## src/hdl/ppcu_pkg.sv

```systemverilog
// shared types, constants and helper functions for the planar point coordinate unit
// no dependencies; all files but ppcu_ifs refer to this package by scoped names
package ppcu_pkg;

  // parameter defaults
  localparam int unsigned CORDIC_STAGES_DEF = 28;
  localparam int unsigned COORD_WIDTH_DEF   = 32;

  // datapath widths
  localparam int unsigned WW     = 48;  // guarded coordinate width inside the pipeline
  localparam int unsigned ZW     = 33;  // binary angle accumulator width
  localparam int unsigned SW     = 33;  // raw source coordinate width (sum or difference)
  localparam int unsigned GUARD  = 8;   // extra fraction bits carried through the iterations

  // fixed-point constants
  localparam logic signed [31:0] KINV_Q30       = 32'sd652032874;
  localparam logic signed [33:0] RAD_TO_BIN_Q30 = 34'sd2734261102;
  localparam logic signed [31:0] BIN_TO_RAD_Q32 = 32'sd1686629713;
  localparam logic signed [ZW-1:0] QUARTER_TURN = 33'sd1073741824;

  // opcodes
  localparam logic [2:0] OP_ROTATE     = 3'd0;
  localparam logic [2:0] OP_TO_POLAR   = 3'd1;
  localparam logic [2:0] OP_FROM_POLAR = 3'd2;
  localparam logic [2:0] OP_MIDPOINT   = 3'd3;
  localparam logic [2:0] OP_DISTANCE   = 3'd4;
  localparam logic [2:0] OP_SHIFT      = 3'd5;

  // what the iteration stages do with a word
  localparam logic [1:0] MODE_ROT  = 2'd0;
  localparam logic [1:0] MODE_VEC  = 2'd1;
  localparam logic [1:0] MODE_PASS = 2'd2;
  localparam logic [1:0] MODE_ZERO = 2'd3;

  // word travelling through the iteration stages
  typedef struct packed {
    logic                 valid;
    logic [2:0]           op;
    logic [1:0]           mode;
    logic signed [WW-1:0] x;
    logic signed [WW-1:0] y;
    logic signed [ZW-1:0] z;
  } cw_t;

  // arctangent of 2^-i as a binary angle (2^32 is one turn)
  function automatic logic [31:0] atan_bin(input logic [4:0] i);
    logic [31:0] r;
    unique case (i)
      5'd0:  r = 32'h20000000;
      5'd1:  r = 32'h12E4051D;
      5'd2:  r = 32'h09FB385B;
      5'd3:  r = 32'h051111D4;
      5'd4:  r = 32'h028B0D43;
      5'd5:  r = 32'h0145D7E1;
      5'd6:  r = 32'h00A2F61E;
      5'd7:  r = 32'h00517C55;
      5'd8:  r = 32'h0028BE53;
      5'd9:  r = 32'h00145F2F;
      5'd10: r = 32'h000A2F98;
      5'd11: r = 32'h000517CC;
      5'd12: r = 32'h00028BE6;
      5'd13: r = 32'h000145F3;
      5'd14: r = 32'h0000A2FA;
      5'd15: r = 32'h0000517D;
      5'd16: r = 32'h000028BE;
      5'd17: r = 32'h0000145F;
      5'd18: r = 32'h00000A30;
      5'd19: r = 32'h00000518;
      5'd20: r = 32'h0000028C;
      5'd21: r = 32'h00000146;
      5'd22: r = 32'h000000A3;
      5'd23: r = 32'h00000051;
      5'd24: r = 32'h00000029;
      5'd25: r = 32'h00000014;
      5'd26: r = 32'h0000000A;
      5'd27: r = 32'h00000005;
      5'd28: r = 32'h00000003;
      5'd29: r = 32'h00000001;
      5'd30: r = 32'h00000001;
      5'd31: r = 32'h00000000;
      default: r = 32'h00000000;
    endcase
    return r;
  endfunction

  // clamp to a signed range of w bits; msb of the result is the clamp flag
  function automatic logic [32:0] sat_coord(input logic signed [WW-1:0] v,
                                            input int unsigned w);
    logic signed [WW-1:0] hi;
    logic signed [WW-1:0] lo;
    logic [32:0]          r;
    hi = $signed((WW'(1) << (w - 1)) - WW'(1));
    lo = -hi - WW'(1);
    if (v > hi) begin
      r = {1'b1, hi[31:0]};
    end else if (v < lo) begin
      r = {1'b1, lo[31:0]};
    end else begin
      r = {1'b0, v[31:0]};
    end
    return r;
  endfunction

endpackage

```

## src/hdl/ppcu_cordic_stage.sv

```systemverilog
// one registered cordic micro-rotation, shared by rotation and vectoring words
// uses ppcu_pkg for the word type, mode codes and arctangent table
module ppcu_cordic_stage #(
  parameter int unsigned STAGE = 0
) (
  input  logic          clk,
  input  logic          rst_n,
  input  logic          en,
  input  ppcu_pkg::cw_t word_in,
  output ppcu_pkg::cw_t word_out
);

  localparam int unsigned ZW = ppcu_pkg::ZW;
  localparam int unsigned WW = ppcu_pkg::WW;
  localparam logic signed [ZW-1:0] ATAN =
    $signed({1'b0, ppcu_pkg::atan_bin(5'(STAGE))});

  logic signed [WW-1:0] dx, dy;
  logic                 ccw;
  ppcu_pkg::cw_t        word_nxt;
  ppcu_pkg::cw_t        word_r;

  assign dx = word_in.y >>> STAGE;
  assign dy = word_in.x >>> STAGE;

  // rotation follows the residual angle, vectoring drives y toward zero
  assign ccw = (word_in.mode == ppcu_pkg::MODE_ROT) ? !word_in.z[ZW-1]
                                                    : word_in.y[WW-1];

  always_comb begin
    word_nxt = word_in;
    if (word_in.mode == ppcu_pkg::MODE_ROT || word_in.mode == ppcu_pkg::MODE_VEC) begin
      if (ccw) begin
        word_nxt.x = word_in.x - dx;
        word_nxt.y = word_in.y + dy;
        word_nxt.z = word_in.z - ATAN;
      end else begin
        word_nxt.x = word_in.x + dx;
        word_nxt.y = word_in.y - dy;
        word_nxt.z = word_in.z + ATAN;
      end
    end
  end

  always_ff @(posedge clk) begin
    if (!rst_n) begin
      word_r.valid <= 1'b0;
    end else if (en) begin
      word_r <= word_nxt;
    end
  end

  assign word_out = word_r;

endmodule

```

## config.mk

```make
export PLATFORM = sky130hd
export DESIGN_NAME = ppcu_cordic_stage
export DESIGN_NICKNAME = d
export VERILOG_FILES = /design/src/hdl/ppcu_pkg.sv /design/src/hdl/ppcu_cordic_stage.sv
export SDC_FILE = /design/constraint.sdc
export NUM_CORES = 1
export LEC_CHECK = 0
export BUFFER_PORTS_ARGS = -buffer_cell sky130_fd_sc_hd__buf_2
export CAP_MARGIN = 25
export CORE_UTILIZATION = 50
export CTS_BUF_LIST = sky130_fd_sc_hd__clkbuf_2 sky130_fd_sc_hd__clkbuf_4 sky130_fd_sc_hd__clkbuf_8
export CTS_CLUSTER_DIAMETER = 100
export DETAILED_ROUTE_END_ITERATION = 10
export PLACE_DENSITY = 0.83
export SLEW_MARGIN = 10
export SYNTH_ARGS = -nofsm -noshare
export SYNTH_HDL_FRONTEND = slang
export SYNTH_SLANG_ARGS = --single-unit
```

## constraint.sdc

```tcl
create_clock -name clk -period 4.2 [get_ports clk]
set_input_delay 0.21 -clock clk [delete_from_list [all_inputs] [get_ports clk]]
set_output_delay 0.21 -clock clk [all_outputs]
set_load 0.01 [all_outputs]
```

# --- After elaboration in Yosys (flattened, before gate mapping) ---
# Index checks and enable logic that the tools add are counted.
op_classes:
  add_sub_neg: 5
  eq_ne: 1
  n_mux: 3
  reduce_logical: 4
ops:
  columns: ["operator", "n"]
  rows:
  - ["2-to-1 mux 129 bit", 2]
  - ["subtractor 48 bit", 2]
  - ["adder 48 bit", 1]
  - ["adder 33 x 31 -> 33 bit, second input constant", 1]
  - ["subtractor 33 x 31 -> 33 bit, second input constant", 1]
  - ["== test 2 x 1 -> 1 bit, second input constant", 1]
  - ["zero test 2 bit", 1]
  - ["AND reduction 2 bit", 1]
  - ["zero test 1 bit", 1]
  - ["logical OR 1 bit", 1]
  - ["2-to-1 mux 1 bit", 1]
totals:
  regBits: 135
  inputBits: 138
  out_inout_bits: 135
  wordCells: 19

# --- Longest topological paths before layout ---
logic_depth:
  word_depth: 4
  mapped_depth: 14
  mapped_depth_nobuf: 13

# --- Worst setup path before layout ---
# OpenSTA, ideal clock, no wires.
synth_timing:
  path_kind: "input to register"
  startpoint: "input port en"
  endpoint: "register word_r (netlist bit word_out[0]), enable pin"
  setup_ns: 0.509
  t_arrival_ns: 3.277
  t_required_ns: 3.691
  setup_slack_ns: 0.415
  cell_stages: 1
  path_buffers: 0
  path_cell_list: "and2_1"
synth_between:
  elab_chain_len: 1
synth_rtl:
  columns: ["item", "line", "rtl"]
  rows:
  - ["start: declaration", "ppcu_cordic_stage.sv:8", "input logic en,"]
  - ["AND reduction 2 bit (no source line)", null, null]
  - ["end signal: assignment", "ppcu_cordic_stage.sv:49", "word_r <= word_nxt;"]
  - ["end: declaration", "ppcu_cordic_stage.sv:21", "ppcu_pkg::cw_t word_r;"]
# Every way passes these cells.
# A chain may end at the register's enable or synchronous reset.

==> impl_metrics.tcl <==
set metrics [dict create \
    vias_per_cell 6.126 \
    nNetsFinal 2355 \
    path_cells "buf_2 -> inv_1 -> ha_1 -> nor3_1 -> o21ai_1 -> a21oi_1 -> a211oi_2 -> buf_4 -> a2111oi_0 -> nor2_1 -> o211ai_1 -> o21ai_0 -> xnor2_1 -> o21ai_0" \
    slowest_delay_ps 840 \
    cp_slowest_cell "a2111oi_0" \
    pwr-share-seq 0.341 \
    ys.flop_type "edfxtp_1" \
    die_h_um 172.2 \
    p_comb_frac 0.430 \
    p_sw_frac 0.4197 \
    drv_cap 0 \
    cp-start-kind "primary input" \
    yosys-top-cells-count "a21oi_1 (214), ha_1 (159), nor2_1 (154), inv_1 (146), o21ai_0 (140)" \
    via_count 14980 \
    drive_above_1_share 0.1901 \
    pwr-share-clk 0.229 \
    grt_pass1_vias 14210 \
    grt.total_usage 0.3536 \
    synthTopCellsByArea "edfxtp_1 (28%), ha_1 (14%), a21oi_1 (7.4%), o21ai_0 (4.8%), xnor2_1 (4.5%)" \
    numCtsBuffers 17 \
    p_int_mw 2.843 \
    postRouteAntennaNets 0 \
    largest_reg_flops 135 \
    finalWirelength_mm 53.23 \
    end_kind "flop" \
    rows 61 \
    drv_slew 0 \
    grt_pass1_wl_mm 79.76 \
    gp_congestion 1.006 \
    crit_fanout 12 \
    final-setup-viol-count 0 \
    worst_slack_ps 707.5 \
    grt_max_degree 85 \
    synthCells 1777 \
    drt-initial-drc-count 1698 \
    core_mm2 0.02816 \
    dp_hpwl_mm 41.46 \
    totalNegativeSetupSlack_ps 0 \
    hp-class "primary input to flop" \
    fin_crit_ps 3493 \
    cts_tree "yes" \
    critPathRequiredTime_ps 4420 \
    cp.arrival_ps 3720 \
    slew_headroom 0.3378 \
    power_density_mw_per_mm2 288.1 \
    tightest_slew_ps 968.3 \
    max_freq_ghz 0.2863 \
    status "finished, final reports clean" \
    crit_top_cell "o21ai_0" \
    synth_most_common_cell "a21oi_1" \
    ios 273 \
    ys_seq_elements 135 \
    ys_types 86 \
    synth_area_per_cell_um2 8.151 \
    yosysSeqAreaShare 0.2792 \
    hold_viol_final 0 \
    cts_resized 0 \
    dp_slack_ps 412.5 \
    synth-edff-count 134 \
    synthesis.nets 2078 \
    port_buffers 272 \
    die_w_um 172.2 \
    drc 0 \
    ctsHoldBuffers 35 \
    cts_root_buffer "clkbuf_8" \
    htree_levels 4 \
    syn2layout_area_growth_pct 17.41 \
    wl_per_cell_um 21.77 \
    timing.critical_path.buf_inv 3 \
    rsz0062_at_grt "no" \
    fin_crit_sh 0.8316 \
    start_util 0.5143 \
    clock_path_buffers 2 \
    p_leak_nw 7.451 \
    dr.pass1.iters 8 \
    dieArea_mm2 0.02965 \
    p_sw_mw 2.056 \
    synth_top_area_share 0.2778 \
    synth_top_area_cell "edfxtp_1" \
    insertion_delay_ps 480 \
    clkTransAtPathRegs_ps 110 \
    yosysWarnings 0 \
    clock-sinks 135 \
    async_reset_ff_frac 0 \
    antenna_found_initial 1 \
    grt.overflow.total 0 \
    critPathTopFamily "compound AO/OA/AOI/OAI gates" \
    crit_type "primary input to flop" \
    clock_skew_ps 0 \
    postCtsSetupBuffers 0 \
    syn_area_mm2 0.01448 \
    peakVddDrop_v 0.0001791 \
    antennaDiodeCount 0 \
]
==> worst paths after layout <==
kind	startpoint	to	slack [ps]	cells after the start
setup / recovery	word_in[37]	word_out[112]$_DFFE_PP_	710	14
hold / removal	word_in[111]	word_out[111]$_DFFE_PP_	40	3
setup reg to reg	word_out[134]$_SDFFE_PN0P_	word_out[134]$_SDFFE_PN0P_	3030	3
hold reg to reg	word_out[134]$_SDFFE_PN0P_	word_out[134]$_SDFFE_PN0P_	1110	3
==> power groups by stage <==
stage / clock network, mW / logic (mW) / registers [mW]
3_5_place_dp: 0 / 2.02 / 1.70
2_1_floorplan: 0 / 1.26 / 1.77
4_1_cts: 1.12 / 2.06 / 1.67
6_report: 1.12 / 2.11 / 1.67
5_1_grt: 1.16 / 2.27 / 1.69
3_3_place_gp: 0 / 2.00 / 1.70
==> placed cells by master (no fill, tap or decap), drive strengths merged, types with 13 or more instances in the layout <==
| cell type | count |
|---|---|
| nand3 | 25 |
| a31oi | 21 |
| inv | 163 |
| nand2b | 13 |
| o21bai | 42 |
| o31ai | 21 |
| nor2 | 154 |
| dlygate4sd3 | 35 |
| ha | 159 |
| edfxtp | 134 |
| nand4 | 20 |
| buf | 311 |
| nor4 | 21 |
| a21o | 35 |
| o21ai | 160 |
| o211ai | 22 |
| mux2i | 45 |
| xnor2 | 75 |
| o21a | 14 |
| nand2 | 126 |
| nor3 | 49 |
| a21oi | 216 |
| a211oi | 21 |
| clkbuf | 17 |
| nor2b | 14 |
==> cell families after synthesis <==
| kind of cell | synth area share |
|---|---|
| AOI/OAI and AO/OA | 0.2748 |
| and+or+nand+nor | 0.1514 |
| buffers and inverters | 0.06712 |
| adders and majority gates | 0.1429 |
| DFF | 0.2792 |
| xor gates and xnor gates | 0.04959 |
| muxes | 0.03499 |
==> stage by stage <==
| stage | hold WS, ps | power [mW] | utilization | area (um2) | instances |
|---|---|---|---|---|---|
| 2_1_floorplan | 308.9 | 3.031 | - | 14480 | 1777 |
| 3_3_place_gp | 386.8 | 3.703 | 0.5782 | 16280 | 2378 |
| 3_5_place_dp | 388.1 | 3.724 | 0.5782 | 16280 | 2378 |
| 4_1_cts | 42.74 | 4.852 | 0.6038 | 17010 | 2445 |
| 5_1_grt | 56.47 | 5.116 | 0.6038 | 17010 | 2445 |
| 6_report | 43.32 | 4.899 | 0.6038 | 17010 | 2445 |
==> tightest hold or removal path, cell delays in order <==
cell and delay (ps):
buf_2 110, nand2_1 50, o21ai_1 60
==> area by class of cell <==
class / instances / area (um2)
flip-flops and latches: 135 / 4044
inverters: 161 / 604.3
clock inverters: 15 / 136.4
fillers: 2573 / 11160
clock buffers: 17 / 234.0
well taps: 378 / 473.0
repair buffers: 346 / 2032
multi-input cells: 1393 / 9482
==> routing by layer <==
layer,GRT usage,up-vias,share of wire
met5,0,-,0.00024
met4,0.1474,2,0.041
met3,0.04967,144,0.078
met2,0.5999,774,0.47
met1,0.4487,7087,0.41
li1,-,6970,-
(Power assumes the default switching activity.)
