### config.mk
export PLATFORM = sky130hd
export DESIGN_NAME = ppcu_back
export DESIGN_NICKNAME = d
export VERILOG_FILES = /design/src/hdl/ppcu_pkg.sv /design/src/hdl/ppcu_back.sv
export SDC_FILE = /design/constraint.sdc
export NUM_CORES = 2
export LEC_CHECK = 0
export ABC_CLOCK_PERIOD_IN_PS = 11450
export BUFFER_PORTS_ARGS = -buffer_cell sky130_fd_sc_hd__buf_2
export CAP_MARGIN = 20
export CORE_AREA = 2 2 217 219
export CTS_CLUSTER_DIAMETER = 100
export DETAILED_ROUTE_END_ITERATION = 16
export DIE_AREA = 0 0 219 221
export PLACE_DENSITY = 0.83
export SYNTH_ARGS = -nofsm -noshare
export SYNTH_HDL_FRONTEND = slang
export SYNTH_SLANG_ARGS = --single-unit
### constraint.sdc
create_clock -name clk -period 11.45 [get_ports clk]
set_input_delay 1.145 -clock clk [delete_from_list [all_inputs] [get_ports clk]]
set_output_delay 1.145 -clock clk [all_outputs]
set_load 0.1 [all_outputs]
### src/hdl/ppcu_pkg.sv
// shared types, constants and helper functions for the planar point coordinate unit
// no dependencies; all files but ppcu_ifs refer to this package by scoped names
package ppcu_pkg;

  // parameter defaults
  localparam int unsigned CORDIC_STAGES_DEF = 28;
  localparam int unsigned COORD_WIDTH_DEF   = 32;

  // datapath widths
  localparam int unsigned WW     = 48;  // guarded coordinate width inside the pipeline
  localparam int unsigned ZW     = 33;  // binary angle accumulator width
  localparam int unsigned SW     = 33;  // raw source coordinate width (sum or difference)
  localparam int unsigned GUARD  = 8;   // extra fraction bits carried through the iterations

  // fixed-point constants
  localparam logic signed [31:0] KINV_Q30       = 32'sd652032874;
  localparam logic signed [33:0] RAD_TO_BIN_Q30 = 34'sd2734261102;
  localparam logic signed [31:0] BIN_TO_RAD_Q32 = 32'sd1686629713;
  localparam logic signed [ZW-1:0] QUARTER_TURN = 33'sd1073741824;

  // opcodes
  localparam logic [2:0] OP_ROTATE     = 3'd0;
  localparam logic [2:0] OP_TO_POLAR   = 3'd1;
  localparam logic [2:0] OP_FROM_POLAR = 3'd2;
  localparam logic [2:0] OP_MIDPOINT   = 3'd3;
  localparam logic [2:0] OP_DISTANCE   = 3'd4;
  localparam logic [2:0] OP_SHIFT      = 3'd5;

  // what the iteration stages do with a word
  localparam logic [1:0] MODE_ROT  = 2'd0;
  localparam logic [1:0] MODE_VEC  = 2'd1;
  localparam logic [1:0] MODE_PASS = 2'd2;
  localparam logic [1:0] MODE_ZERO = 2'd3;

  // word travelling through the iteration stages
  typedef struct packed {
    logic                 valid;
    logic [2:0]           op;
    logic [1:0]           mode;
    logic signed [WW-1:0] x;
    logic signed [WW-1:0] y;
    logic signed [ZW-1:0] z;
  } cw_t;

  // arctangent of 2^-i as a binary angle (2^32 is one turn)
  function automatic logic [31:0] atan_bin(input logic [4:0] i);
    logic [31:0] r;
    unique case (i)
      5'd0:  r = 32'h20000000;
      5'd1:  r = 32'h12E4051D;
      5'd2:  r = 32'h09FB385B;
      5'd3:  r = 32'h051111D4;
      5'd4:  r = 32'h028B0D43;
      5'd5:  r = 32'h0145D7E1;
      5'd6:  r = 32'h00A2F61E;
      5'd7:  r = 32'h00517C55;
      5'd8:  r = 32'h0028BE53;
      5'd9:  r = 32'h00145F2F;
      5'd10: r = 32'h000A2F98;
      5'd11: r = 32'h000517CC;
      5'd12: r = 32'h00028BE6;
      5'd13: r = 32'h000145F3;
      5'd14: r = 32'h0000A2FA;
      5'd15: r = 32'h0000517D;
      5'd16: r = 32'h000028BE;
      5'd17: r = 32'h0000145F;
      5'd18: r = 32'h00000A30;
      5'd19: r = 32'h00000518;
      5'd20: r = 32'h0000028C;
      5'd21: r = 32'h00000146;
      5'd22: r = 32'h000000A3;
      5'd23: r = 32'h00000051;
      5'd24: r = 32'h00000029;
      5'd25: r = 32'h00000014;
      5'd26: r = 32'h0000000A;
      5'd27: r = 32'h00000005;
      5'd28: r = 32'h00000003;
      5'd29: r = 32'h00000001;
      5'd30: r = 32'h00000001;
      5'd31: r = 32'h00000000;
      default: r = 32'h00000000;
    endcase
    return r;
  endfunction

  // clamp to a signed range of w bits; msb of the result is the clamp flag
  function automatic logic [32:0] sat_coord(input logic signed [WW-1:0] v,
                                            input int unsigned w);
    logic signed [WW-1:0] hi;
    logic signed [WW-1:0] lo;
    logic [32:0]          r;
    hi = $signed((WW'(1) << (w - 1)) - WW'(1));
    lo = -hi - WW'(1);
    if (v > hi) begin
      r = {1'b1, hi[31:0]};
    end else if (v < lo) begin
      r = {1'b1, lo[31:0]};
    end else begin
      r = {1'b0, v[31:0]};
    end
    return r;
  endfunction

endpackage

### src/hdl/ppcu_back.sv
// back end: guard bit rounding and angle scaling, then clamp and select into the
// output register; uses ppcu_pkg
module ppcu_back #(
  parameter int unsigned COORD_WIDTH = ppcu_pkg::COORD_WIDTH_DEF
) (
  input  logic               clk,
  input  logic               rst_n,
  input  logic               en,
  input  ppcu_pkg::cw_t      word_in,
  output logic               out_valid,
  output logic signed [31:0] res_x,
  output logic signed [31:0] res_y,
  output logic               saturated
);

  localparam int unsigned WW   = ppcu_pkg::WW;
  localparam int unsigned SATW = (COORD_WIDTH < 32) ? COORD_WIDTH : 32;

  // stage 1 registers
  logic                 b_vld_r;
  logic [2:0]           b_op_r;
  logic [1:0]           b_mode_r;
  logic signed [WW-1:0] b_x_r, b_y_r;
  logic signed [65:0]   b_zp_r;

  logic signed [WW-1:0] ugx, ugy;

  // drop guard bits, round half up
  assign ugx = (word_in.x + WW'(1 << (ppcu_pkg::GUARD - 1))) >>> ppcu_pkg::GUARD;
  assign ugy = (word_in.y + WW'(1 << (ppcu_pkg::GUARD - 1))) >>> ppcu_pkg::GUARD;

  always_ff @(posedge clk) begin
    if (!rst_n) begin
      b_vld_r <= 1'b0;
    end else if (en) begin
      b_vld_r <= word_in.valid;
    end
  end

  always_ff @(posedge clk) begin
    if (en) begin
      b_op_r   <= word_in.op;
      b_mode_r <= word_in.mode;
      b_x_r    <= (word_in.mode == ppcu_pkg::MODE_PASS) ? word_in.x : ugx;
      b_y_r    <= (word_in.mode == ppcu_pkg::MODE_PASS) ? word_in.y : ugy;
      b_zp_r   <= 66'(word_in.z) * 66'(ppcu_pkg::BIN_TO_RAD_Q32);
    end
  end

  // stage 2: clamp, polar angle rounding and result select
  logic [32:0]        satx, saty;
  logic signed [65:0] zp_rnd;
  logic signed [31:0] rx_nxt, ry_nxt;
  logic               flag_nxt;
  logic               vld_r;
  logic signed [31:0] rx_r, ry_r;
  logic               sat_r;

  assign satx   = ppcu_pkg::sat_coord(b_x_r, SATW);
  assign saty   = ppcu_pkg::sat_coord(b_y_r, SATW);
  assign zp_rnd = b_zp_r + (66'sd1 <<< 31);

  always_comb begin
    unique case (b_mode_r)
      ppcu_pkg::MODE_ROT, ppcu_pkg::MODE_PASS: begin
        rx_nxt   = $signed(satx[31:0]);
        ry_nxt   = $signed(saty[31:0]);
        flag_nxt = satx[32] | saty[32];
      end
      ppcu_pkg::MODE_VEC: begin
        rx_nxt   = $signed(satx[31:0]);
        ry_nxt   = (b_op_r == ppcu_pkg::OP_TO_POLAR) ? $signed(zp_rnd[63:32]) : '0;
        flag_nxt = satx[32];
      end
      default: begin
        rx_nxt   = '0;
        ry_nxt   = '0;
        flag_nxt = 1'b0;
      end
    endcase
  end

  always_ff @(posedge clk) begin
    if (!rst_n) begin
      vld_r <= 1'b0;
    end else if (en) begin
      vld_r <= b_vld_r;
    end
  end

  always_ff @(posedge clk) begin
    if (en) begin
      rx_r  <= rx_nxt;
      ry_r  <= ry_nxt;
      sat_r <= flag_nxt;
    end
  end

  assign out_valid = vld_r;
  assign res_x     = rx_r;
  assign res_y     = ry_r;
  assign saturated = sat_r;

endmodule

# ---- Word level (Yosys, flattened, before mapping)
# Index checks and enable logic that the tools add are counted.
dict set report word_totals {
  register_bits 232
  latchBits 0
  mem_bits_rw 0
  mem_bits_ro 0
  inputBits 138
  out_inout_bits 66
  elab_cells 38
  mem_count 0
}
dict set report op_classes {
  n_addsub 3
  n_mul 1
  div 0
  order_cmp 4
  n_eq_ne 4
  shifts 0
  n_mux 9
  bitwise 2
  n_reduce_logical 4
}
# cell count
set ops {}
lappend ops {{$mux W33} 4}
lappend ops {{$add A48 B9 Y48 const B} 2}
lappend ops {{$gt A48 B32 Y1 const B} 2}
lappend ops {{$lt A48 B32 Y1 const B} 2}
lappend ops {{$mux W48} 2}
lappend ops {{$add A64 B33 Y64 const B} 1}
lappend ops {{$mul A33 B32 Y64 const B} 1}
lappend ops {{$pmux W32 S2} 1}
lappend ops {{$mux W32} 1}
lappend ops {{$eq A2 B2 Y1 const B} 2}
lappend ops {{$reduce_or A2 Y1} 2}
lappend ops {{$eq A3 B1 Y1 const B} 1}
lappend ops {{$reduce_or A3 Y1} 1}
lappend ops {{$eq A2 B1 Y1 const B} 1}
lappend ops {{$logic_not A2 Y1} 1}
lappend ops {{$pmux W1 S2} 1}
lappend ops {{$not A1 Y1} 1}
lappend ops {{$or A1 B1 Y1} 1}

# ---- Depth between registers and ports, before layout
dict set report logic_depth {
  ltp_word 5
  depth_mapped 27
  mapped_depth_nobuf 26
}

# ---- Least setup slack after synthesis
# OpenSTA, ideal clock, no wires.
dict set report synth_timing {
  kind {input -> register}
  from {input port word_in[32] (netlist bit)}
  to {register b_zp_r[53], data pin}
  arrival_ns 8.158
  t_required_ns 11.186
  slack_ns 3.028
  stages 26
  n_path_buf 3
  path_cell_list {clkbuf_1 -> inv_1 -> clkbuf_1 -> fa_1 -> inv_1 -> fa_1 -> inv_1 -> fa_1 -> inv_1 -> ha_1 -> fa_1 -> fa_1 -> inv_1 -> fa_1 -> fa_1 -> inv_1 -> ha_1 -> clkbuf_1 -> a21oi_1 -> o21bai_1 -> a21oi_1 -> o21bai_1 -> a21oi_1 -> o21ai_0 -> a221oi_1 -> xnor2_1}
}
dict set report synth_via {
  elab_chain_cells 1
}
# element line
set synth_lines {}
lappend synth_lines {{start: declaration} ppcu_back.sv:9} ;# input ppcu_pkg::cw_t word_in,
lappend synth_lines {{$mul A33 B32 Y64} ppcu_back.sv:46} ;# b_zp_r <= 66'(word_in.z) * 66'(ppcu_pkg::BIN_TO_RAD_Q32);
lappend synth_lines {{end signal: assignment} ppcu_back.sv:46}
lappend synth_lines {{end: declaration} ppcu_back.sv:24} ;# logic signed [65:0] b_zp_r;
# No other way between the ends.
# A chain may end at the register's enable or synchronous reset.

# ---- Worst setup path in the final report
dict set report layout_timing {
  from {input port word_in[7] (netlist bit)}
  to {register b_zp_r[55], data pin}
}
# Same word-level chain as after synthesis.

==> impl_metrics.tcl <==
set metrics [dict create \
    outcome "finished clean" \
    start_kind "input port" \
    clk_pin_slew_ps 70 \
    clock_latency_ps 500 \
    worstMarginPinSlew_ps 918 \
    cts_resized 0 \
    crit_required_ps 11680 \
    die-height_um 221 \
    antenna_found_initial 2 \
    cts_setup_buffers 0 \
    cp.arrival_ps 8300 \
    dpl.hpwl_mm 62.2 \
    drv_cap 0 \
    grt.total_usage 0.311 \
    drv_slew 0 \
    synth_edf_count 199 \
    drc 0 \
    clock_path_buffers 3 \
    port_buffers 203 \
    path_class "in2reg" \
    rows 79 \
    cts_buffers 18 \
    finalSetupViolCount 0 \
    relSlewSlack 0.388 \
    grt_pass1_vias 22400 \
    drtPass1Iterations 5 \
    period_share 0.705 \
    critPathMaxStageDelay_ps 640 \
    core-area_um2 46100 \
    rsz0062_at_grt "no" \
    synth.ff_latch_count 201 \
    root_buffer "clkbuf_16" \
    cp_max_fo 11 \
    skew_ps 12.4 \
    wl_per_cell_um 19.6 \
    hold_viol 0 \
    drive_gt1_frac 0.0841 \
    drt_iter0_markers 1684 \
    die_area_um2 48400 \
    fmax_mhz 124 \
    finalCriticalPeriod_ps 8070 \
    routed_wl_mm 73.7 \
    cp_num_buf_inv 7 \
    grt_pass1_wl_mm 118 \
    hold_class "reg2reg" \
    hold_buffers 0 \
    gp_congestion 0.993 \
    syn_nets 3899 \
    yosysWarningCount 0 \
    synth_cell_types 74 \
    vias 21198 \
    synthToLayoutAreaGrowth_pct 7.88 \
    ios 204 \
    grt_max_degree 111 \
    start_util 0.631 \
    synth_ff_type "edfxtp_1" \
    gr-total-overflow 0 \
    end_kind "flop" \
    cts_tree "yes" \
    clock_sinks 201 \
    critical-path-top-delay-family "adder cells" \
    die_w_um 219 \
    synthCells 2956 \
    nNetsFinal 4083 \
    synth-async-reset-ratio 0 \
    ant_nets 0 \
    setup_tns_ps 0 \
    cts_max_level 1 \
    ys_seq_area_frac 0.207 \
    viasPerCell 5.64 \
    avgSynthCellArea_um2 9.84 \
    synth_area_um2 29100 \
    cpMaxStageDelayCell "fa_1" \
]
==> stage by stage <==
step                       util  instance area [um2]  hold slack (ps)  setup slack [ps]  instances
after floorplan               -                29100              482              3030       2956
after global routing      0.681                31400              572              2990       3759
final                     0.681                31400              536              3380       3760
after detailed placement  0.668                30800              530              2970       3725
after CTS                 0.680                31300              542              3480       3755
after global placement    0.668                30800              499              3170       3724
==> logic make-up (layout without fill, tap and decap cells) <==
| logic type | after synthesis | count (layout) | share of synthesized area |
|---|---|---|---|
| other | 0 | 3 | 0 |
| adder cells (fa/ha/maj) | 805 | 805 | 0.458 |
| XOR/XNOR | 189 | 189 | 0.0569 |
| AO/OA/AOI/OAI | 390 | 390 | 0.0825 |
| buffers and inverters | 867 | 1061 | 0.112 |
| flip-flops | 201 | 201 | 0.207 |
| AND/OR/NAND/NOR | 501 | 501 | 0.0832 |
| multiplexers | 3 | 3 | 0.00108 |
==> layer usage <==
layer  vias up  GRT usage  part of all wire
li1       9720          -                 -
met1     10460      0.417              0.41
met2       857      0.533              0.49
met3       161     0.0311             0.064
met4         0      0.102             0.035
met5         -          0                 0
==> registers in the layout (all words and copies together), names as in the netlist, 2 cells and up <==
signal	count
b_x_r	48
b_y_r	48
b_zp_r	33
res_x	32
res_y	32
b_op_r	3
b_mode_r	2
==> cells in the mapped netlist, drive strengths merged (8+ instances only) <==
cell / number / share of area
o21bai: 15 / 0.0039
o21ai: 113 / 0.020
o22ai: 33 / 0.0071
nand4: 33 / 0.0081
fa: 431 / 0.30
a21oi: 108 / 0.019
and4: 9 / 0.0030
nor3: 16 / 0.0028
nand3: 58 / 0.010
and3: 34 / 0.0073
xnor2: 108 / 0.033
clkbuf: 47 / 0.0061
edfxtp: 199 / 0.21
o211ai: 9 / 0.0023
ha: 374 / 0.16
nor4: 8 / 0.0017
o21a: 8 / 0.0021
nand2: 172 / 0.022
xor2: 81 / 0.024
inv: 816 / 0.11
nor2: 120 / 0.016
a21o: 53 / 0.014
nand2b: 11 / 0.0024
nor2b: 16 / 0.0034
and2: 9 / 0.0021
==> placed cells by master, fill, tap and decap left out, types with 4 or more instances in the layout <==
cell,n
nor3_1,16
a21o_1,53
nor2_1,118
buf_4,9
o22ai_1,33
clkbuf_1,4
a21oi_1,107
a31oi_1,6
or2_2,4
xor2_1,81
o21a_1,8
o21ai_0,94
o211ai_1,9
edfxtp_1,199
inv_1,816
nor2b_1,15
o21ai_1,18
and2_1,7
xnor2_1,108
nor4_1,8
and4_1,6
ha_1,374
buf_2,202
fa_1,431
a221oi_1,5
nand3_1,57
o41ai_1,5
nand4_1,31
nand2b_1,11
and3_1,34
a311oi_1,4
a211oi_1,6
clkbuf_16,19
o21bai_1,15
nand2_1,171
==> layout make-up <==
type                    count  area (um2)
well taps                 607         759
diodes                      3        7.51
clock buffers              23         490
flip-flops and latches    201        6020
multi-input cells        1888       19800
repair buffers            215        1140
clock inverters             7        66.3
fillers                  3540       14700
inverters                 816        3060
==> worst min-delay path, stage by stage, from the launching register on <==
cell and delay [ps]:
dfxtp_1 310, mux2i_1 120, nor2b_1 60
==> final timing paths <==
path / from / end / slack (ps) / cells past startpoint
max: word_in[7] / b_zp_r[55] / 3380 / 27
min: out_valid / out_valid / 540 / 2
max reg2reg: b_zp_r[31] / res_y[29] / 8880 / 9
min reg2reg: out_valid / out_valid / 540 / 2
Power is not shown: default switching activity piles up to over one toggle a cycle in this logic, so the estimate is an artifact.
