### config.mk
export PLATFORM = sky130hd
export DESIGN_NAME = ppcu_front
export DESIGN_NICKNAME = d
export VERILOG_FILES = /design/src/hdl/ppcu_pkg.sv /design/src/hdl/ppcu_front.sv
export SDC_FILE = /design/constraint.sdc
export NUM_CORES = 2
export LEC_CHECK = 0
export BUFFER_PORTS_ARGS = -buffer_cell sky130_fd_sc_hd__buf_4
export CAP_MARGIN = 20
export CORE_MARGIN = 2
export CORE_UTILIZATION = 45
export DETAILED_ROUTE_END_ITERATION = 7
export GPL_TIMING_DRIVEN = 0
export PLACE_DENSITY = 0.68
export SYNTH_ARGS = -nofsm -noshare
export SYNTH_HDL_FRONTEND = slang
export SYNTH_SLANG_ARGS = --single-unit
### constraint.sdc
create_clock -name clk -period 12.1 [get_ports clk]
set_clock_uncertainty 0.1 [all_clocks]
set_input_delay 0.605 -clock clk [delete_from_list [all_inputs] [get_ports clk]]
set_output_delay 0.605 -clock clk [all_outputs]
set_load 0.1 [all_outputs]
### src/hdl/ppcu_pkg.sv
// shared types, constants and helper functions for the planar point coordinate unit
// no dependencies; all files but ppcu_ifs refer to this package by scoped names
package ppcu_pkg;

  // parameter defaults
  localparam int unsigned CORDIC_STAGES_DEF = 28;
  localparam int unsigned COORD_WIDTH_DEF   = 32;

  // datapath widths
  localparam int unsigned WW     = 48;  // guarded coordinate width inside the pipeline
  localparam int unsigned ZW     = 33;  // binary angle accumulator width
  localparam int unsigned SW     = 33;  // raw source coordinate width (sum or difference)
  localparam int unsigned GUARD  = 8;   // extra fraction bits carried through the iterations

  // fixed-point constants
  localparam logic signed [31:0] KINV_Q30       = 32'sd652032874;
  localparam logic signed [33:0] RAD_TO_BIN_Q30 = 34'sd2734261102;
  localparam logic signed [31:0] BIN_TO_RAD_Q32 = 32'sd1686629713;
  localparam logic signed [ZW-1:0] QUARTER_TURN = 33'sd1073741824;

  // opcodes
  localparam logic [2:0] OP_ROTATE     = 3'd0;
  localparam logic [2:0] OP_TO_POLAR   = 3'd1;
  localparam logic [2:0] OP_FROM_POLAR = 3'd2;
  localparam logic [2:0] OP_MIDPOINT   = 3'd3;
  localparam logic [2:0] OP_DISTANCE   = 3'd4;
  localparam logic [2:0] OP_SHIFT      = 3'd5;

  // what the iteration stages do with a word
  localparam logic [1:0] MODE_ROT  = 2'd0;
  localparam logic [1:0] MODE_VEC  = 2'd1;
  localparam logic [1:0] MODE_PASS = 2'd2;
  localparam logic [1:0] MODE_ZERO = 2'd3;

  // word travelling through the iteration stages
  typedef struct packed {
    logic                 valid;
    logic [2:0]           op;
    logic [1:0]           mode;
    logic signed [WW-1:0] x;
    logic signed [WW-1:0] y;
    logic signed [ZW-1:0] z;
  } cw_t;

  // arctangent of 2^-i as a binary angle (2^32 is one turn)
  function automatic logic [31:0] atan_bin(input logic [4:0] i);
    logic [31:0] r;
    unique case (i)
      5'd0:  r = 32'h20000000;
      5'd1:  r = 32'h12E4051D;
      5'd2:  r = 32'h09FB385B;
      5'd3:  r = 32'h051111D4;
      5'd4:  r = 32'h028B0D43;
      5'd5:  r = 32'h0145D7E1;
      5'd6:  r = 32'h00A2F61E;
      5'd7:  r = 32'h00517C55;
      5'd8:  r = 32'h0028BE53;
      5'd9:  r = 32'h00145F2F;
      5'd10: r = 32'h000A2F98;
      5'd11: r = 32'h000517CC;
      5'd12: r = 32'h00028BE6;
      5'd13: r = 32'h000145F3;
      5'd14: r = 32'h0000A2FA;
      5'd15: r = 32'h0000517D;
      5'd16: r = 32'h000028BE;
      5'd17: r = 32'h0000145F;
      5'd18: r = 32'h00000A30;
      5'd19: r = 32'h00000518;
      5'd20: r = 32'h0000028C;
      5'd21: r = 32'h00000146;
      5'd22: r = 32'h000000A3;
      5'd23: r = 32'h00000051;
      5'd24: r = 32'h00000029;
      5'd25: r = 32'h00000014;
      5'd26: r = 32'h0000000A;
      5'd27: r = 32'h00000005;
      5'd28: r = 32'h00000003;
      5'd29: r = 32'h00000001;
      5'd30: r = 32'h00000001;
      5'd31: r = 32'h00000000;
      default: r = 32'h00000000;
    endcase
    return r;
  endfunction

  // clamp to a signed range of w bits; msb of the result is the clamp flag
  function automatic logic [32:0] sat_coord(input logic signed [WW-1:0] v,
                                            input int unsigned w);
    logic signed [WW-1:0] hi;
    logic signed [WW-1:0] lo;
    logic [32:0]          r;
    hi = $signed((WW'(1) << (w - 1)) - WW'(1));
    lo = -hi - WW'(1);
    if (v > hi) begin
      r = {1'b1, hi[31:0]};
    end else if (v < lo) begin
      r = {1'b1, lo[31:0]};
    end else begin
      r = {1'b0, v[31:0]};
    end
    return r;
  endfunction

endpackage

### src/hdl/ppcu_front.sv
// front end: operand select, gain prescale and angle conversion multiplies, then
// quadrant pre-turn into the first iteration word; uses ppcu_pkg
module ppcu_front (
  input  logic               clk,
  input  logic               rst_n,
  input  logic               en,
  input  logic               in_valid,
  input  logic [2:0]         opcode,
  input  logic signed [31:0] a_x,
  input  logic signed [31:0] a_y,
  input  logic signed [31:0] b_x,
  input  logic signed [31:0] b_y,
  input  logic signed [31:0] angle,
  output ppcu_pkg::cw_t      word_out
);

  localparam int unsigned SW = ppcu_pkg::SW;
  localparam int unsigned WW = ppcu_pkg::WW;
  localparam int unsigned ZW = ppcu_pkg::ZW;

  // stage a registers
  logic                 a_vld_r;
  logic [2:0]           a_op_r;
  logic signed [SW-1:0] a_srcx_r, a_srcy_r;
  logic signed [63:0]   a_px_r, a_py_r;
  logic signed [65:0]   a_ang_r;

  logic signed [SW-1:0] srcx_nxt, srcy_nxt;
  logic signed [63:0]   px_nxt, py_nxt;
  logic signed [65:0]   ang_nxt;

  // operand select per opcode
  always_comb begin
    unique case (opcode)
      ppcu_pkg::OP_ROTATE, ppcu_pkg::OP_TO_POLAR: begin
        srcx_nxt = SW'(a_x);
        srcy_nxt = SW'(a_y);
      end
      ppcu_pkg::OP_FROM_POLAR: begin
        srcx_nxt = SW'(a_x);
        srcy_nxt = '0;
      end
      ppcu_pkg::OP_DISTANCE: begin
        srcx_nxt = SW'(a_x) - SW'(b_x);
        srcy_nxt = SW'(a_y) - SW'(b_y);
      end
      ppcu_pkg::OP_MIDPOINT, ppcu_pkg::OP_SHIFT: begin
        srcx_nxt = SW'(a_x) + SW'(b_x);
        srcy_nxt = SW'(a_y) + SW'(b_y);
      end
      default: begin
        srcx_nxt = '0;
        srcy_nxt = '0;
      end
    endcase
  end

  // gain prescale and radian to binary angle products
  assign px_nxt  = 64'(srcx_nxt) * 64'(ppcu_pkg::KINV_Q30);
  assign py_nxt  = 64'(srcy_nxt) * 64'(ppcu_pkg::KINV_Q30);
  assign ang_nxt = 66'(angle) * 66'(ppcu_pkg::RAD_TO_BIN_Q30);

  always_ff @(posedge clk) begin
    if (!rst_n) begin
      a_vld_r <= 1'b0;
    end else if (en) begin
      a_vld_r <= in_valid;
    end
  end

  always_ff @(posedge clk) begin
    if (en) begin
      a_op_r   <= opcode;
      a_srcx_r <= srcx_nxt;
      a_srcy_r <= srcy_nxt;
      a_px_r   <= px_nxt;
      a_py_r   <= py_nxt;
      a_ang_r  <= ang_nxt;
    end
  end

  // stage b: scale down, round the angle, pick a mode and pre-turn
  logic signed [WW-1:0] psx, psy;
  logic signed [65:0]   ang_rnd;
  logic signed [31:0]   zb;
  logic signed [ZW-1:0] zb_w;
  logic                 src_zero;
  ppcu_pkg::cw_t        word_nxt;
  ppcu_pkg::cw_t        word_r;

  assign psx      = WW'(a_px_r >>> (30 - ppcu_pkg::GUARD));
  assign psy      = WW'(a_py_r >>> (30 - ppcu_pkg::GUARD));
  assign ang_rnd  = a_ang_r + (66'sd1 <<< 29);
  assign zb       = $signed(ang_rnd[61:30]);
  assign zb_w     = ZW'(zb);
  assign src_zero = (a_srcx_r == '0) && (a_srcy_r == '0);

  always_comb begin
    word_nxt.valid = a_vld_r;
    word_nxt.op    = a_op_r;
    word_nxt.mode  = ppcu_pkg::MODE_ZERO;
    word_nxt.x     = '0;
    word_nxt.y     = '0;
    word_nxt.z     = '0;
    unique case (a_op_r)
      ppcu_pkg::OP_ROTATE, ppcu_pkg::OP_FROM_POLAR: begin
        word_nxt.mode = ppcu_pkg::MODE_ROT;
        // rotation past a quarter turn starts with a quarter turn
        if (zb_w > ppcu_pkg::QUARTER_TURN) begin
          word_nxt.x = -psy;
          word_nxt.y = psx;
          word_nxt.z = zb_w - ppcu_pkg::QUARTER_TURN;
        end else if (zb_w < -ppcu_pkg::QUARTER_TURN) begin
          word_nxt.x = psy;
          word_nxt.y = -psx;
          word_nxt.z = zb_w + ppcu_pkg::QUARTER_TURN;
        end else begin
          word_nxt.x = psx;
          word_nxt.y = psy;
          word_nxt.z = zb_w;
        end
      end
      ppcu_pkg::OP_TO_POLAR, ppcu_pkg::OP_DISTANCE: begin
        if (!src_zero) begin
          word_nxt.mode = ppcu_pkg::MODE_VEC;
          // left half plane: turn toward the positive x axis first
          if (psx < 0) begin
            if (psy >= 0) begin
              word_nxt.x = psy;
              word_nxt.y = -psx;
              word_nxt.z = ppcu_pkg::QUARTER_TURN;
            end else begin
              word_nxt.x = -psy;
              word_nxt.y = psx;
              word_nxt.z = -ppcu_pkg::QUARTER_TURN;
            end
          end else begin
            word_nxt.x = psx;
            word_nxt.y = psy;
          end
        end
      end
      ppcu_pkg::OP_MIDPOINT: begin
        word_nxt.mode = ppcu_pkg::MODE_PASS;
        word_nxt.x    = WW'(a_srcx_r >>> 1);
        word_nxt.y    = WW'(a_srcy_r >>> 1);
      end
      ppcu_pkg::OP_SHIFT: begin
        word_nxt.mode = ppcu_pkg::MODE_PASS;
        word_nxt.x    = WW'(a_srcx_r);
        word_nxt.y    = WW'(a_srcy_r);
      end
      default: begin
        word_nxt.mode = ppcu_pkg::MODE_ZERO;
      end
    endcase
  end

  always_ff @(posedge clk) begin
    if (!rst_n) begin
      word_r.valid <= 1'b0;
    end else if (en) begin
      word_r <= word_nxt;
    end
  end

  assign word_out = word_r;

endmodule

## After elaboration in Yosys (flattened, before gate mapping)

Index checks and enable logic that the tools add are counted.

- Logic and storage cells: 62
- Memories kept: 0
- Memory bits (read-only): 0
- Bits in writable memories: 0
- Register bits: 392
- Latch bits: 0

- Muxes and demuxes: 11
- Divide/modulo/power cells: 0
- Bitwise logic cells: 0
- Reductions and logical operators: 12
- Equality and inequality tests: 10
- $lt $le $gt $ge: 4
- Add/subtract/negate cells: 9
- Multiply operators: 3
- Shift-type cells: 0

Operators with widths:

| kind | number |
|---|---|
| $mux W129 | 3 |
| $pmux W96 S4 | 1 |
| $pmux W33 S3 | 2 |
| $mux W131 | 1 |
| $mul A33 B30 Y63 const B | 2 |
| $mux W96 | 1 |
| $neg A42 Y48 | 2 |
| $add A32 B32 Y33 | 2 |
| $logic_not A33 Y1 | 2 |
| $pmux W33 S2 | 1 |
| $sub A32 B32 Y33 | 2 |
| $add A62 B31 Y62 const B | 1 |
| $mul A32 B32 Y61 const B | 1 |
| $ge A42 B1 Y1 const B | 1 |
| $lt A42 B1 Y1 const B | 1 |
| $add A32 B32 Y33 const B | 1 |
| $mux W33 | 1 |
| $sub A32 B32 Y33 const B | 1 |
| $gt A32 B32 Y1 const B | 1 |
| $lt A32 B31 Y1 const B | 1 |
| $eq A3 B2 Y1 const B | 4 |
| $eq A3 B3 Y1 const B | 4 |
| $reduce_or A2 Y1 | 5 |
| $eq A3 B1 Y1 const B | 2 |
| other kinds (5) | 6 |

## Longest topological paths before layout

- Word-level depth: 5
- Gate-level depth with buffers: 49
- Depth with buffers taken out: 48

## Worst setup path after synthesis

OpenSTA, ideal clock, no wires.

- Path kind: input-to-reg
- Start: input b_y[1]
- End: register a_py_r[63] (data pin)
- Slack: 0.729 ns
- Cell stages on the path: 39
- Data arrival time: 11.137 ns
- Buffers on the path: 2
- Setup time: 0.134 ns
- Cell sequence: inv_1 -> ha_1 -> or3b_2 -> nor3_2 -> nand3_1 -> o41ai_1 -> xnor2_1 -> ha_1 -> clkbuf_1 -> or3_1 -> o211ai_1 -> o211ai_1 -> a311oi_1 -> o21ai_0 -> o21ai_0 -> ha_1 -> clkbuf_1 -> xor2_1 -> (+3 left out) -> fa_1 -> inv_1 -> fa_1 -> fa_1 -> fa_1 -> inv_1 -> fa_1 -> inv_1 -> ha_1 -> nand4_1 -> or4_1 -> a211oi_1 -> nor2_1 -> o31ai_4 -> a21oi_1 -> or4_1 -> a211o_1 -> nand3_1

- Longest elaborated chain between the ends: 3
- Elaborated cells on any way between the ends: 4

Ends and longest elaborated chain:

| element | RTL line | text |
|---|---|---|
| from (decl) | ppcu_front.sv:12 | `input logic signed [31:0] b_y,` |
| $add A32 B32 Y33 or $sub A32 B32 Y33 (tied branches) | ppcu_front.sv:49, ppcu_front.sv:45 |  |
| $pmux W33 S3 * | ppcu_front.sv:34 | `unique case (opcode)` |
| via srcy_nxt[26] | ppcu_front.sv:28 | `logic signed [SW-1:0] srcx_nxt, srcy_nxt;` |
| $mul A33 B30 Y63 * | ppcu_front.sv:60 | `assign py_nxt = 64'(srcy_nxt) * 64'(ppcu_pkg::KINV_Q30);` |
| via py_nxt[63] | ppcu_front.sv:29 | `logic signed [63:0] px_nxt, py_nxt;` |
| to (signal assigned) | ppcu_front.sv:77 | `a_py_r <= py_nxt;` |
| to (decl) | ppcu_front.sv:25 | `logic signed [63:0] a_px_r, a_py_r;` |

Mark *: on every way through the listed nets, which the timed path passes. The rest lies on a longest branch.
A chain may end at the register's enable or synchronous reset.

## Final worst setup path

- Start: input b_y[1]
- End: register a_py_r[56] (data pin)

The elaborated chain is that of the path after synthesis.

==> metrics.csv <==
stage,metric,value,unit
synth,avgSynthCellArea,9.69,µm²
synth,netlist_area,78500,µm²
synth,syn-num-nets,10800,
setup_path,critPathArrivalTime,12050,ps
routing,drt-met1-wl,107000,µm
cts,cts_tree,done,
synth,async_reset_ff_frac,0,
setup_path,crit_start,b_y[1],
setup_path,cp_slowest_stage_delay,740,ps
floorplan,coreArea,174000,µm²
setup_path,cp.required,12320,ps
synth,synth_largest_area_cell,fa_1,
cts,worstSkewPairLatency,630,ps
synth,synth_seq_cells,321,
grt,grt_pass1_wl,398000,µm
grt,grt_max_degree,110,
placed_design,hpwl,230000,µm
routing,top_layer,met5,
outcome,status,finished with violations,
cells_and_area,final_cells,10900,
routing,drc_errors,18,
grt,antenna_found_initial,4,
routing,drt_iter0_markers,6079,
routing,wl_met3,21300,µm
hold_path,hold_depth,1,
grt,grtUsageTotal,0.300,
synth,seq_area_frac_synth,0.122,
placed_design,port_buffers,301,
setup_path,reg2regPathDepth,13,
routing,wl_met2,122000,µm
timing,whs,126,ps
cts,cts_buffer_depth,3,
setup_path,cpMostUsedCell,ha_1,
timing,fin_tns_setup,0,ps
floorplan,die_area,178000,µm²
cts,cts_root_buffer,clkbuf_16,
synth,synth_top_cells_by_area,"fa_1 (36%), ha_1 (17%), edfxtp_1 (12%)",
synth,synth-main-ff-cell,edfxtp_1,
placed_design,gp_congestion,1.02,
hold_path,hp-start,opcode[0],
routing,antenna_left,0,
cells_and_area,drive_gt1_frac,0.0771,
cts,numCtsBuffers,41,
routing,first_pass_iters,8,
floorplan,die_w,422,µm
cts,path_clk_slew,60,ps
setup_path,worstSetupPathType,input pin to register,
synth,synth_cells,8109,
routing,vias,60600,
floorplan,die_y,422,µm
cts,cts.sinks,321,
timing,finalSetupViolCount,0,
floorplan,pin_count,302,
timing,tightestPinTransition,1260,ps
timing,relSlewSlack,0.153,
hold_path,hp-class,input pin to register,
placed_design,placed_cells,10800,
timing,fmax,0.0846,GHz
setup_path,start_kind,input pin,
cts,htree_levels,2,
cells_and_area,final_common_cell,inv_1,
cells_and_area,post-route-util,0.498,
timing,final-max-slew-violation-count,0,
routing,vias_per_cell,5.57,
routing,wire_per_inst,24.6,µm
synth,synth-edff-count,319,
setup_path,path_max_fanout,7,
grt,grt_pass1_vias,62600,
timing,finalCritPeriodShare,0.977,
synth,ys_warn_count,0,
synth,netlist.area_leader.share,0.355,
timing,layout_min_cycle_time,11820,ps
job,drv_cap,0,
synth,ys_types,108,
grt,grt-ovfl-total,0,
outcome,violations,design-rule violations,
cells_and_area,fin_nets,11200,
timing,hold_viol,0,
cells_and_area,final_cell_mix,"inv_1 (2204), fa_1 (1393), ha_1 (1086)",
floorplan,num_rows,153,
routing,drt_wl_total,267000,µm
setup_path,cp_slowest_cell,o21ai_2,
setup_path,timing.rr.start,a_ang_r[30],
setup_path,cp-end-kind,register,
cells_and_area,syn_to_final_growth,10.1,%
floorplan,start_util,0.452,
## critical path, delay by kind of cell
kind	cells	cell delay, ps
AOI/OAI and AO/OA	11	3080
xor gates and xnor gates	4	940
adders and majority gates	11	4410
buffers and inverters	7	870
and+or+nand+nor	10	2130
## flip-flops by register name (all words and copies together), names as in the netlist
signal	flops
a_ang_r	33
word_out	134
a_px_r	42
a_py_r	42
a_srcx_r	33
a_vld_r	1
a_op_r	3
a_srcy_r	33
## kinds of logic (layout without fill, tap and decap cells)
group                    count (synthesis)  count (layout)  share of synthesized area
adder cells (fa/ha/maj)               2492            2492                      0.530
buffers and inverters                 2417            2854                      0.116
AO/OA/AOI/OAI                         1226            1226                      0.102
AND/OR/NAND/NOR                       1127            1127                     0.0695
XOR/XNOR                               498             498                     0.0557
flip-flops                             321             321                      0.122
multiplexers                            28              28                    0.00376
other                                    0               1                          0
## path summary, 6_finish.rpt
kind                                endpoint  slack (ps)
worst min register to register       a_vld_r         470
worst min-delay path               a_op_r[0]         130
worst max-delay path              a_py_r[56]         280
worst max register to register  word_out[82]        6120
## layer usage
layer  track usage  up-vias
li1              -    26800
met1         0.394    30500
met2         0.479     2713
met3        0.0494      592
met4         0.153        2
met5             0        -
## what timing repair did
| action | 4_1_cts | 5_1_grt |
|---|---|---|
| gates cloned | 1 | 2 |
| pin swaps | 5 | 16 |
| setup endpoints to repair | 50 | 45 |
| resized for setup | 46 | 78 |
| hold endpoints to repair | 0 | 0 |
| hold buffers | 0 | 0 |
| setup buffers | 8 | 22 |
## through the flow
| step | cell area (µm²) | worst slack (ps) |
|---|---|---|
| 3_3_place_gp | 83700 | -3290 |
| 2_1_floorplan | 78500 | 729 |
| 3_5_place_dp | 84300 | -2230 |
| 4_1_cts | 85900 | 22.4 |
| 5_1_grt | 86500 | -77.4 |
| 6_report | 86500 | 275 |
## cells in the mapped netlist (68+ instances only)
master and instances:
a21oi_1 431, o21ai_0 204, nand2_1 288, ha_1 1098, a222oi_1 68, nor3_1 114, fa_1 1394, nor2_1 330
inv_1 2207, xnor2_1 281, clkbuf_1 165, xor2_1 215, edfxtp_1 319, nand3_1 74, a21o_1 120
## area by class of cell
type | count | area (µm²)
fillers | 16000 | 87100
multi-input cells | 5371 | 60500
flip-flops and latches | 321 | 9620
inverters | 2208 | 8290
repair buffers | 371 | 3060
well taps | 2325 | 2910
clock buffers | 54 | 1130
plain buffers | 202 | 846
clock inverters | 19 | 156
diodes | 1 | 2.50
Power is left out: the tool's default activity adds up to more than one toggle a clock period on the data nets, which glitch-free logic cannot reach.
